[config.mk]
export PLATFORM = sky130hd
export DESIGN_NAME = scheduled_speed_pi_loop
export DESIGN_NICKNAME = d
export VERILOG_FILES = /design/src/hw/rtl/sspi_pkg.sv /design/src/hw/rtl/scheduled_speed_pi_loop.sv /design/src/hw/rtl/sspi_table.sv
export SDC_FILE = /design/constraint.sdc
export NUM_CORES = 2
export LEC_CHECK = 0
export BUFFER_PORTS_ARGS = -buffer_cell sky130_fd_sc_hd__buf_2
export CORE_ASPECT_RATIO = 0.7
export CORE_MARGIN = 5
export CORE_UTILIZATION = 41
export CTS_CLUSTER_SIZE = 25
export DETAILED_ROUTE_END_ITERATION = 7
export PLACE_DENSITY_LB_ADDON = 0.05
export SYNTH_ARGS = -nofsm -noshare
export SYNTH_HDL_FRONTEND = slang
export SYNTH_SLANG_ARGS = --single-unit
[constraint.sdc]
create_clock -name clk_i -period 10.8 [get_ports clk_i]
set_clock_uncertainty 0.1 [all_clocks]
set_input_delay 2.16 -clock clk_i [delete_from_list [all_inputs] [get_ports clk_i]]
set_output_delay 2.16 -clock clk_i [all_outputs]
set_load 0.02 [all_outputs]
[src/hw/rtl/sspi_pkg.sv]
// Shared types, constants and helpers for the scheduled speed PI loop.
package sspi_pkg;

  localparam int unsigned MaxWaypointsDef = 16;
  localparam int unsigned TimeBitsDef     = 32;

  localparam int unsigned GainW   = 24;
  localparam int unsigned LimitW  = 19;
  localparam int unsigned CountW  = 5;
  localparam int unsigned SpeedW  = 24;
  localparam int unsigned ErrW    = 25;
  localparam int unsigned CmdW    = 20;
  localparam int unsigned WpIdxW  = 4;
  localparam int unsigned WpTimeW = 32;
  localparam int unsigned CfgIdxW = 2;
  localparam int unsigned CfgDataW = 24;
  localparam int unsigned ProdW   = 49;  // gain * error, Q.24 or Q.32
  localparam int unsigned AccW    = 48;  // integral, Q23.24
  localparam int unsigned WideW   = 51;  // headroom for sums before saturation
  localparam int unsigned FracShift = 16; // Q.24 limit/output vs Q.8 current

  localparam logic [GainW-1:0]  KpReset    = 24'd32768;  // 0.5
  localparam logic [GainW-1:0]  KiReset    = 24'd33554;  // 2.0 * 1 ms
  localparam logic [LimitW-1:0] LimitReset = 19'd28160;  // 110.0 A
  localparam logic [CountW-1:0] CountReset = 5'd0;

  typedef enum logic {
    OP_TICK  = 1'b0,
    OP_WRITE = 1'b1
  } opcode_e;

  typedef enum logic [CfgIdxW-1:0] {
    CFG_KP    = 2'd0,
    CFG_KI    = 2'd1,
    CFG_LIMIT = 2'd2,
    CFG_COUNT = 2'd3
  } cfg_idx_e;

  typedef enum logic [3:0] {
    ST_IDLE,
    ST_SCAN_RD,
    ST_SCAN_CMP,
    ST_ERROR,
    ST_MUL_KI,
    ST_INTEG,
    ST_SUM,
    ST_CLAMP,
    ST_EXCESS,
    ST_WIND,
    ST_OUT
  } state_e;

  // Saturate a wide signed sum to the signed integral range.
  function automatic logic signed [AccW-1:0] sat_acc(input logic signed [WideW-1:0] x);
    logic [WideW-AccW:0] top;
    top = x[WideW-1:AccW-1];
    if ((top == '0) || (top == '1)) begin
      return x[AccW-1:0];
    end else if (x[WideW-1]) begin
      return {1'b1, {(AccW-1){1'b0}}};
    end else begin
      return {1'b0, {(AccW-1){1'b1}}};
    end
  endfunction

endpackage

[src/hw/rtl/scheduled_speed_pi_loop.sv]
// A tick scans the first N = min(waypoint_count, MAX_WAYPOINTS) waypoints, highest index first.
// Each entry is read in SCAN_RD and compared in SCAN_CMP via the single registered read port.
// The PI step then runs ERROR to WIND on one shared 25x25 multiplier and adder chain.
// Ticks and writes enter only in IDLE, once the last result is loaded; a write gives no result.
// Reset clears config to defaults, the tick counter, integral and speed-seen flag.
// Table contents are undefined after reset until written; there is no clearing pass.
module scheduled_speed_pi_loop #(
  parameter int unsigned MAX_WAYPOINTS = sspi_pkg::MaxWaypointsDef,
  parameter int unsigned TIME_BITS     = sspi_pkg::TimeBitsDef
) (
  input  logic                                 clk_i,
  input  logic                                 rst_ni,
  // config write channel
  input  logic                                 cfg_valid_i,
  output logic                                 cfg_ready_o,
  input  logic [sspi_pkg::CfgIdxW-1:0]         cfg_index_i,
  input  logic [sspi_pkg::CfgDataW-1:0]        cfg_data_i,
  // input channel
  input  logic                                 in_valid_i,
  output logic                                 in_ready_o,
  input  logic                                 opcode_i,
  input  logic signed [sspi_pkg::SpeedW-1:0]   speed_measured_i,
  input  logic                                 speed_present_i,
  input  logic [sspi_pkg::WpIdxW-1:0]          waypoint_index_i,
  input  logic [sspi_pkg::WpTimeW-1:0]         waypoint_time_i,
  input  logic signed [sspi_pkg::SpeedW-1:0]   waypoint_speed_i,
  // output channel
  output logic                                 out_valid_o,
  input  logic                                 out_ready_i,
  output logic signed [sspi_pkg::CmdW-1:0]     current_command_o,
  output logic                                 at_limit_o,
  output logic signed [sspi_pkg::SpeedW-1:0]   speed_target_o
);

  localparam int unsigned AddrW = (MAX_WAYPOINTS > 1) ? $clog2(MAX_WAYPOINTS) : 1;
  localparam int unsigned CntW  = $clog2(MAX_WAYPOINTS + 1);
  localparam int unsigned CmpW  = (CntW > 5) ? CntW : 5;
  localparam int unsigned W     = sspi_pkg::WideW;

  sspi_pkg::state_e state_q, state_d;

  // config
  logic [sspi_pkg::GainW-1:0]  kp_q, ki_q;
  logic [sspi_pkg::LimitW-1:0] limit_q;
  logic [sspi_pkg::CountW-1:0] count_q;

  // architectural state
  logic [TIME_BITS-1:0]              tick_q;
  logic signed [sspi_pkg::AccW-1:0]  integ_q;
  logic                              speed_seen_q;
  logic                              out_valid_q;

  // working registers
  logic [CntW-1:0]                    rem_q;
  logic signed [sspi_pkg::SpeedW-1:0] meas_q, target_q;
  logic signed [sspi_pkg::ErrW-1:0]   err_q;
  logic signed [sspi_pkg::ProdW-1:0]  prod_q;
  logic signed [W-1:0]                sum_q, clamped_q;
  logic                               clip_q;

  // output word
  logic signed [sspi_pkg::CmdW-1:0]   cmd_q;
  logic                               at_limit_q;
  logic signed [sspi_pkg::SpeedW-1:0] tgt_out_q;

  // sequencer controls
  logic                       tick_fire, wr_fire, rd_en, ld_out, use_kp;
  logic [AddrW-1:0]           rd_addr;

  // table
  logic                               tbl_we;
  logic [TIME_BITS-1:0]               rd_time;
  logic signed [sspi_pkg::SpeedW-1:0] rd_speed;

  // datapath
  logic [CntW-1:0]                    count_eff;
  logic                               time_hit;
  logic signed [sspi_pkg::ErrW-1:0]   mul_a;
  logic signed [2*sspi_pkg::ErrW-1:0] mul_p;
  logic signed [W-1:0]                lim_pos, lim_neg;

  assign cfg_ready_o = 1'b1;

  assign count_eff = (CmpW'(count_q) > CmpW'(MAX_WAYPOINTS)) ? CntW'(MAX_WAYPOINTS)
                                                              : CntW'(count_q);
  assign time_hit  = (tick_q >= rd_time);
  assign tbl_we    = wr_fire && (CmpW'(waypoint_index_i) < CmpW'(MAX_WAYPOINTS));

  // shared multiplier: ki in MUL_KI, kp in INTEG
  assign mul_a = use_kp ? signed'({1'b0, kp_q}) : signed'({1'b0, ki_q});
  assign mul_p = mul_a * err_q;

  assign lim_pos = signed'(W'({limit_q, {sspi_pkg::FracShift{1'b0}}}));
  assign lim_neg = -lim_pos;

  sspi_table #(
    .DEPTH  (MAX_WAYPOINTS),
    .TIME_W (TIME_BITS)
  ) u_table (
    .clk_i      (clk_i),
    .wr_en_i    (tbl_we),
    .wr_addr_i  (AddrW'(waypoint_index_i)),
    .wr_time_i  (TIME_BITS'(waypoint_time_i)),
    .wr_speed_i (waypoint_speed_i),
    .rd_en_i    (rd_en),
    .rd_addr_i  (rd_addr),
    .rd_time_o  (rd_time),
    .rd_speed_o (rd_speed)
  );

  // next state
  always_comb begin
    state_d = state_q;
    case (state_q)
      sspi_pkg::ST_IDLE:     if (tick_fire) state_d = sspi_pkg::ST_SCAN_RD;
      sspi_pkg::ST_SCAN_RD:  state_d = (rem_q == '0) ? sspi_pkg::ST_ERROR
                                                     : sspi_pkg::ST_SCAN_CMP;
      sspi_pkg::ST_SCAN_CMP: state_d = time_hit ? sspi_pkg::ST_ERROR : sspi_pkg::ST_SCAN_RD;
      sspi_pkg::ST_ERROR:    state_d = speed_seen_q ? sspi_pkg::ST_MUL_KI : sspi_pkg::ST_OUT;
      sspi_pkg::ST_MUL_KI:   state_d = sspi_pkg::ST_INTEG;
      sspi_pkg::ST_INTEG:    state_d = sspi_pkg::ST_SUM;
      sspi_pkg::ST_SUM:      state_d = sspi_pkg::ST_CLAMP;
      sspi_pkg::ST_CLAMP:    state_d = sspi_pkg::ST_EXCESS;
      sspi_pkg::ST_EXCESS:   state_d = sspi_pkg::ST_WIND;
      sspi_pkg::ST_WIND:     state_d = sspi_pkg::ST_OUT;
      sspi_pkg::ST_OUT:      if (ld_out) state_d = sspi_pkg::ST_IDLE;
      default:               state_d = sspi_pkg::ST_IDLE;
    endcase
  end

  // sequencer outputs
  always_comb begin
    in_ready_o = (state_q == sspi_pkg::ST_IDLE);
    tick_fire  = in_ready_o && in_valid_i && (opcode_i == sspi_pkg::OP_TICK);
    wr_fire    = in_ready_o && in_valid_i && (opcode_i == sspi_pkg::OP_WRITE);
    rd_en      = (state_q == sspi_pkg::ST_SCAN_RD) && (rem_q != '0);
    rd_addr    = AddrW'(rem_q - CntW'(1));
    use_kp     = (state_q == sspi_pkg::ST_INTEG);
    ld_out     = (state_q == sspi_pkg::ST_OUT) && (!out_valid_q || out_ready_i);
  end

  // control and architectural state
  always_ff @(posedge clk_i or negedge rst_ni) begin
    if (!rst_ni) begin
      state_q      <= sspi_pkg::ST_IDLE;
      kp_q         <= sspi_pkg::KpReset;
      ki_q         <= sspi_pkg::KiReset;
      limit_q      <= sspi_pkg::LimitReset;
      count_q      <= sspi_pkg::CountReset;
      tick_q       <= '0;
      integ_q      <= '0;
      speed_seen_q <= 1'b0;
      out_valid_q  <= 1'b0;
    end else begin
      state_q <= state_d;
      if (cfg_valid_i) begin
        case (sspi_pkg::cfg_idx_e'(cfg_index_i))
          sspi_pkg::CFG_KP:    kp_q    <= cfg_data_i[sspi_pkg::GainW-1:0];
          sspi_pkg::CFG_KI:    ki_q    <= cfg_data_i[sspi_pkg::GainW-1:0];
          sspi_pkg::CFG_LIMIT: limit_q <= cfg_data_i[sspi_pkg::LimitW-1:0];
          sspi_pkg::CFG_COUNT: count_q <= cfg_data_i[sspi_pkg::CountW-1:0];
          default: ;
        endcase
      end
      if (tick_fire) begin
        if (tick_q != '1) tick_q <= tick_q + TIME_BITS'(1);
        if (speed_present_i) speed_seen_q <= 1'b1;
      end
      if (state_q == sspi_pkg::ST_INTEG) begin
        integ_q <= sspi_pkg::sat_acc(W'(integ_q) + W'(prod_q >>> 8));
      end
      if (state_q == sspi_pkg::ST_WIND) begin
        integ_q <= sspi_pkg::sat_acc(W'(integ_q) - sum_q);
      end
      if (ld_out) begin
        out_valid_q <= 1'b1;
      end else if (out_ready_i) begin
        out_valid_q <= 1'b0;
      end
    end
  end

  // working datapath
  always_ff @(posedge clk_i) begin
    case (state_q)
      sspi_pkg::ST_IDLE: begin
        if (tick_fire) begin
          meas_q    <= speed_measured_i;
          rem_q     <= count_eff;
          target_q  <= '0;
          clamped_q <= '0;
          clip_q    <= 1'b0;
        end
      end
      sspi_pkg::ST_SCAN_RD: begin
        if (rem_q != '0) rem_q <= rem_q - CntW'(1);
      end
      sspi_pkg::ST_SCAN_CMP: begin
        if (time_hit) target_q <= rd_speed;
      end
      sspi_pkg::ST_ERROR: begin
        err_q <= sspi_pkg::ErrW'(target_q) - sspi_pkg::ErrW'(meas_q);
      end
      sspi_pkg::ST_MUL_KI, sspi_pkg::ST_INTEG: begin
        prod_q <= mul_p[sspi_pkg::ProdW-1:0];
      end
      sspi_pkg::ST_SUM: begin
        sum_q <= W'(prod_q) + W'(integ_q);
      end
      sspi_pkg::ST_CLAMP: begin
        if (sum_q > lim_pos) begin
          clamped_q <= lim_pos;
          clip_q    <= 1'b1;
        end else if (sum_q < lim_neg) begin
          clamped_q <= lim_neg;
          clip_q    <= 1'b1;
        end else begin
          clamped_q <= sum_q;
        end
      end
      sspi_pkg::ST_EXCESS: begin
        // excess over the clamp, zero when not clipped
        sum_q <= sum_q - clamped_q;
      end
      default: ;
    endcase
    if (ld_out) begin
      cmd_q      <= clamped_q[sspi_pkg::FracShift+sspi_pkg::CmdW-1:sspi_pkg::FracShift];
      at_limit_q <= clip_q;
      tgt_out_q  <= target_q;
    end
  end

  assign out_valid_o       = out_valid_q;
  assign current_command_o = cmd_q;
  assign at_limit_o        = at_limit_q;
  assign speed_target_o    = tgt_out_q;

`ifndef SYNTH
  // a clipped word sits exactly on one of the two rails
  a_clip_on_rail: assert property (@(posedge clk_i) disable iff (!rst_ni)
    out_valid_o && at_limit_o |->
      (W'(current_command_o) == W'(signed'({1'b0, limit_q}))) ||
      (W'(current_command_o) == -W'(signed'({1'b0, limit_q}))))
    else $error("clipped command not on the current limit");

  // no drive and no clipping before a speed measurement
  a_no_speed_zero: assert property (@(posedge clk_i) disable iff (!rst_ni)
    out_valid_o && !speed_seen_q |-> (current_command_o == '0) && !at_limit_o)
    else $error("command issued before any speed measurement");

  // tick counter only moves forward
  a_tick_monotonic: assert property (@(posedge clk_i) disable iff (!rst_ni)
    1'b1 |=> tick_q >= $past(tick_q))
    else $error("tick counter went backwards");

  // a compare always follows a table read
  a_scan_order: assert property (@(posedge clk_i) disable iff (!rst_ni)
    state_q == sspi_pkg::ST_SCAN_CMP |-> $past(rd_en))
    else $error("table compare without a preceding read");
`endif

endmodule

[src/hw/rtl/sspi_table.sv]
// Waypoint table: one write port, one registered read port.
module sspi_table #(
  parameter int unsigned DEPTH  = sspi_pkg::MaxWaypointsDef,
  parameter int unsigned TIME_W = sspi_pkg::TimeBitsDef,
  localparam int unsigned AddrW = (DEPTH > 1) ? $clog2(DEPTH) : 1
) (
  input  logic                              clk_i,
  input  logic                              wr_en_i,
  input  logic [AddrW-1:0]                  wr_addr_i,
  input  logic [TIME_W-1:0]                 wr_time_i,
  input  logic signed [sspi_pkg::SpeedW-1:0] wr_speed_i,
  input  logic                              rd_en_i,
  input  logic [AddrW-1:0]                  rd_addr_i,
  output logic [TIME_W-1:0]                 rd_time_o,
  output logic signed [sspi_pkg::SpeedW-1:0] rd_speed_o
);

  logic [TIME_W-1:0]                  time_mem  [DEPTH];
  logic signed [sspi_pkg::SpeedW-1:0] speed_mem [DEPTH];

  always_ff @(posedge clk_i) begin
    if (wr_en_i) begin
      time_mem[wr_addr_i]  <= wr_time_i;
      speed_mem[wr_addr_i] <= wr_speed_i;
    end
  end

  always_ff @(posedge clk_i) begin
    if (rd_en_i) begin
      rd_time_o  <= time_mem[rd_addr_i];
      rd_speed_o <= speed_mem[rd_addr_i];
    end
  end

endmodule

==> flow_metrics.py <==
metrics = {
    "setup_path": {
        "critPathKind": "flop to flop",
        "endpoint_kind": "flop",
        "r2r.worst_path.cells": 29,
        "r2r_setup_slack_ns": 0.70,
        "arrival_ns": 10.48,
        "slowest_stage": "nor2_2",
        "cp_common_cell": "fa_1",
        "rr_endpoint": "prod_q[48]",
        "crit_required_ns": 11.18,
        "critical-path-max-stage-delay_ns": 0.72,
        "cp-start-kind": "flop",
        "r2r_start": "state_q[3]",
        "cp_max_fo": 16,
    },
    "sta": {
        "slew_violations": 0,
        "hold_violations": 0,
        "min_period_ns": 10.10,
        "rsz0062_at_grt": "false",
        "worst_pin_slew_ns": 1.21,
        "slew_headroom_pct": 18.9,
        "fmax_mhz": 99.0,
        "tns_ns": 0,
        "timing.final.crit_share_pct": 93.5,
        "post-route-worst-setup-slack_ns": 0.699,
        "setup_viol": 0,
    },
    "clock_network": {
        "cts-htree-levels": 4,
        "clock-sinks": 1385,
        "path_clk_slew_ns": 0.05,
        "tritoncts": "built",
        "cts_repair_resize_count": 0,
        "postCtsSetupRepairBufs": 0,
        "ctsHoldBuffers": 0,
        "clk_latency_ns": 0.82,
        "cts-root-buf": "clkbuf_16",
        "numCtsBuffers": 151,
        "max-clock-path-buffers": 4,
    },
    "synth": {
        "yosysWarnings": 0,
        "synth_fa_ha_area_share_pct": 19.1,
        "synth_area_mm2": 0.0868,
        "synth.top_cell.area_share_pct": 42.5,
        "async_flop_share_pct": 11.4,
        "yosys_register_bits": 1385,
        "synth_top_family_by_area": "adder cells",
        "synth_area_per_cell_um2": 12.6,
        "synth_simple_gate_area_share_pct": 9.15,
        "syn_nets": 8021,
        "synth-compound-area-share_pct": 8.50,
        "synth_edf_count": 1227,
        "synth_area_leaders": "edfxtp_1 42%, fa_1 12%, ha_1 7.4%, mux4_2 7.3%, dfrtp_1 4.2%",
        "yosysMostFrequentCell": "edfxtp_1",
        "synth_commonest_cells": "1,227 x edfxtp_1, 821 x inv_1, 550 x nand2_1",
        "ys_seq_area_share_pct": 47.0,
        "synthMuxAreaShare_pct": 8.55,
        "ys.flop_type": "edfxtp_1",
        "syn_inst": 6882,
        "synth_cell_type_count": 96,
        "synth_top_cell_by_area": "edfxtp_1",
        "yosys.area_share.xor_xnor_pct": 2.82,
    },
    "hold_path": {
        "hold_start": "clip_q",
        "holdPathStages": 0,
        "hold_path.class": "flop to flop",
        "hold_path_end": "at_limit_o",
    },
    "detailed_routing": {
        "drt_iter0_drc": 4127,
        "vias": 54400,
        "drcViolationCount": 0,
        "drt_wl_total_mm": 244,
        "antenna_left": 0,
        "viasPerCell": 5.46,
        "wl_per_cell_um": 24.5,
        "drt_first_pass_iters": 6,
    },
    "global_route": {
        "grt_max_degree": 101,
        "grt_pass1_vias": 55400,
        "grt_overflow_total": 0,
        "antenna_found_initial": 29,
        "grt_pass1_wl_mm": 369,
        "grt_use_met1_pct": 31.4,
        "use_met3_pct": 3.65,
        "met2_usage_pct": 36.0,
        "grt_usage_pct": 22.0,
        "top_usage_layer": "met2",
    },
    "die": {
        "rows": 141,
        "io_pins": 165,
        "core_mm2": 0.211,
        "die_w_um": 560,
        "die-height_um": 395,
        "die_area_mm2": 0.221,
        "start_util_pct": 41.2,
    },
    "finish": {
        "finalNetCount": 8185,
        "drive_above_1_share_pct": 13.3,
        "fill_cells": 19100,
        "fin_cells": 9954,
        "syn2layout_area_growth_pct": 10.6,
    },
    "place": {
        "place_inst": 9681,
        "dp_hpwl_mm": 175,
        "post-place-ws_ns": 0.757,
        "globalplace.congestion": 0.875,
        "port-buffer-count": 163,
    },
    "outcome": {
        "status": "complete, no violations",
    },
    "run": {
        "cap_violations": 0,
    },
}
-- kinds of logic after synthesis --
family          count (synthesis)
other cells                     1
flops                        1385
fa+ha+maj                    1023
simple gates                 1611
mux                           380
buf+inv                      1098
compound gates               1105
xor+xnor                      279
-- registers in the layout, summed over array words and instances, names as in the netlist, 25 cells and up --
name and count:
clamped_q 51, tick_q 32, u_table.rd_time_o 32, u_table.speed_mem 384
integ_q 48, prod_q 49, sum_q 51, err_q 25
u_table.time_mem 512
-- how the worst max path moves through the flow --
| stage | endpoint | startpoint | slack (ns) |
|---|---|---|---|
| 6_report | prod_q[48] | state_q[3] | 0.70 |
| 3_5_place_dp | prod_q[41] | state_q[3] | 0.76 |
| 5_1_grt | prod_q[41] | state_q[3] | 0.04 |
| 4_1_cts | prod_q[48] | state_q[3] | 0.74 |
| 2_1_floorplan | prod_q[48] | state_q[1] | 2.27 |
| 3_3_place_gp | prod_q[41] | state_q[3] | 0.81 |
-- critical path, delay by kind of cell (launching register included) --
family / cells / cell delay (ns)
fa+ha+maj: 8 / 3.71
simple gates: 5 / 2.00
flops: 1 / 0.53
buf+inv: 5 / 0.53
compound gates: 10 / 2.86
xor+xnor: 1 / 0.09
-- routing by layer --
metal | up-vias | share of wire, % | wire, µm
met5 | - | 0.036 | 89
met4 | 14 | 1.8 | 4290
met3 | 258 | 5.2 | 12600
met2 | 1191 | 47 | 116000
met1 | 28000 | 46 | 112000
li1 | 24900 | - | -
-- cell type report --
| cell class | count | area, µm² | area share (%) |
|---|---|---|---|
| multi-input combinational | 4399 | 42000 | 43.8 |
| sequential | 1385 | 40800 | 42.5 |
| clock buffer | 190 | 4050 | 4.22 |
| tap | 2788 | 3490 | 3.64 |
| inverter | 822 | 3090 | 3.22 |
| timing repair buffer | 287 | 1770 | 1.84 |
| clock inverter | 74 | 689 | 0.719 |
| antenna | 9 | 22.5 | 0.0235 |
-- layout by cell type, fill, tap and decap left out, types with 24 or more instances in the layout --
cell type	n
a211oi_1	35
a21o_1	175
a21oi_1	298
a22oi_1	57
a31oi_1	24
and2_1	343
and3_1	35
buf_2	162
buf_4	123
clkbuf_1	31
clkbuf_16	155
clkinv_1	35
dfrtp_1	147
edfxtp_1	1227
fa_1	508
ha_1	513
inv_1	820
mux2_2	85
mux4_2	280
nand2_1	549
nand2b_1	56
nand3_1	75
nand4_1	58
nor2_1	242
nor2b_1	42
nor3_1	84
o211ai_1	56
o21a_1	40
o21ai_0	183
o21bai_1	52
xnor2_1	178
xor2_1	100
-- stage by stage --
stage | area (µm²) | utilization [%] | hold WS, ns
floorplan | 86800 | - | 0.300
global placement | 91200 | 43.2 | 0.317
detailed placement | 91200 | 43.2 | 0.323
CTS | 95900 | 45.5 | 0.335
global route | 95900 | 45.5 | 0.344
finish | 95900 | 45.5 | 0.328
Power is not shown: default switching activity piles up to over one toggle a cycle in this logic, so the estimate is an artifact.
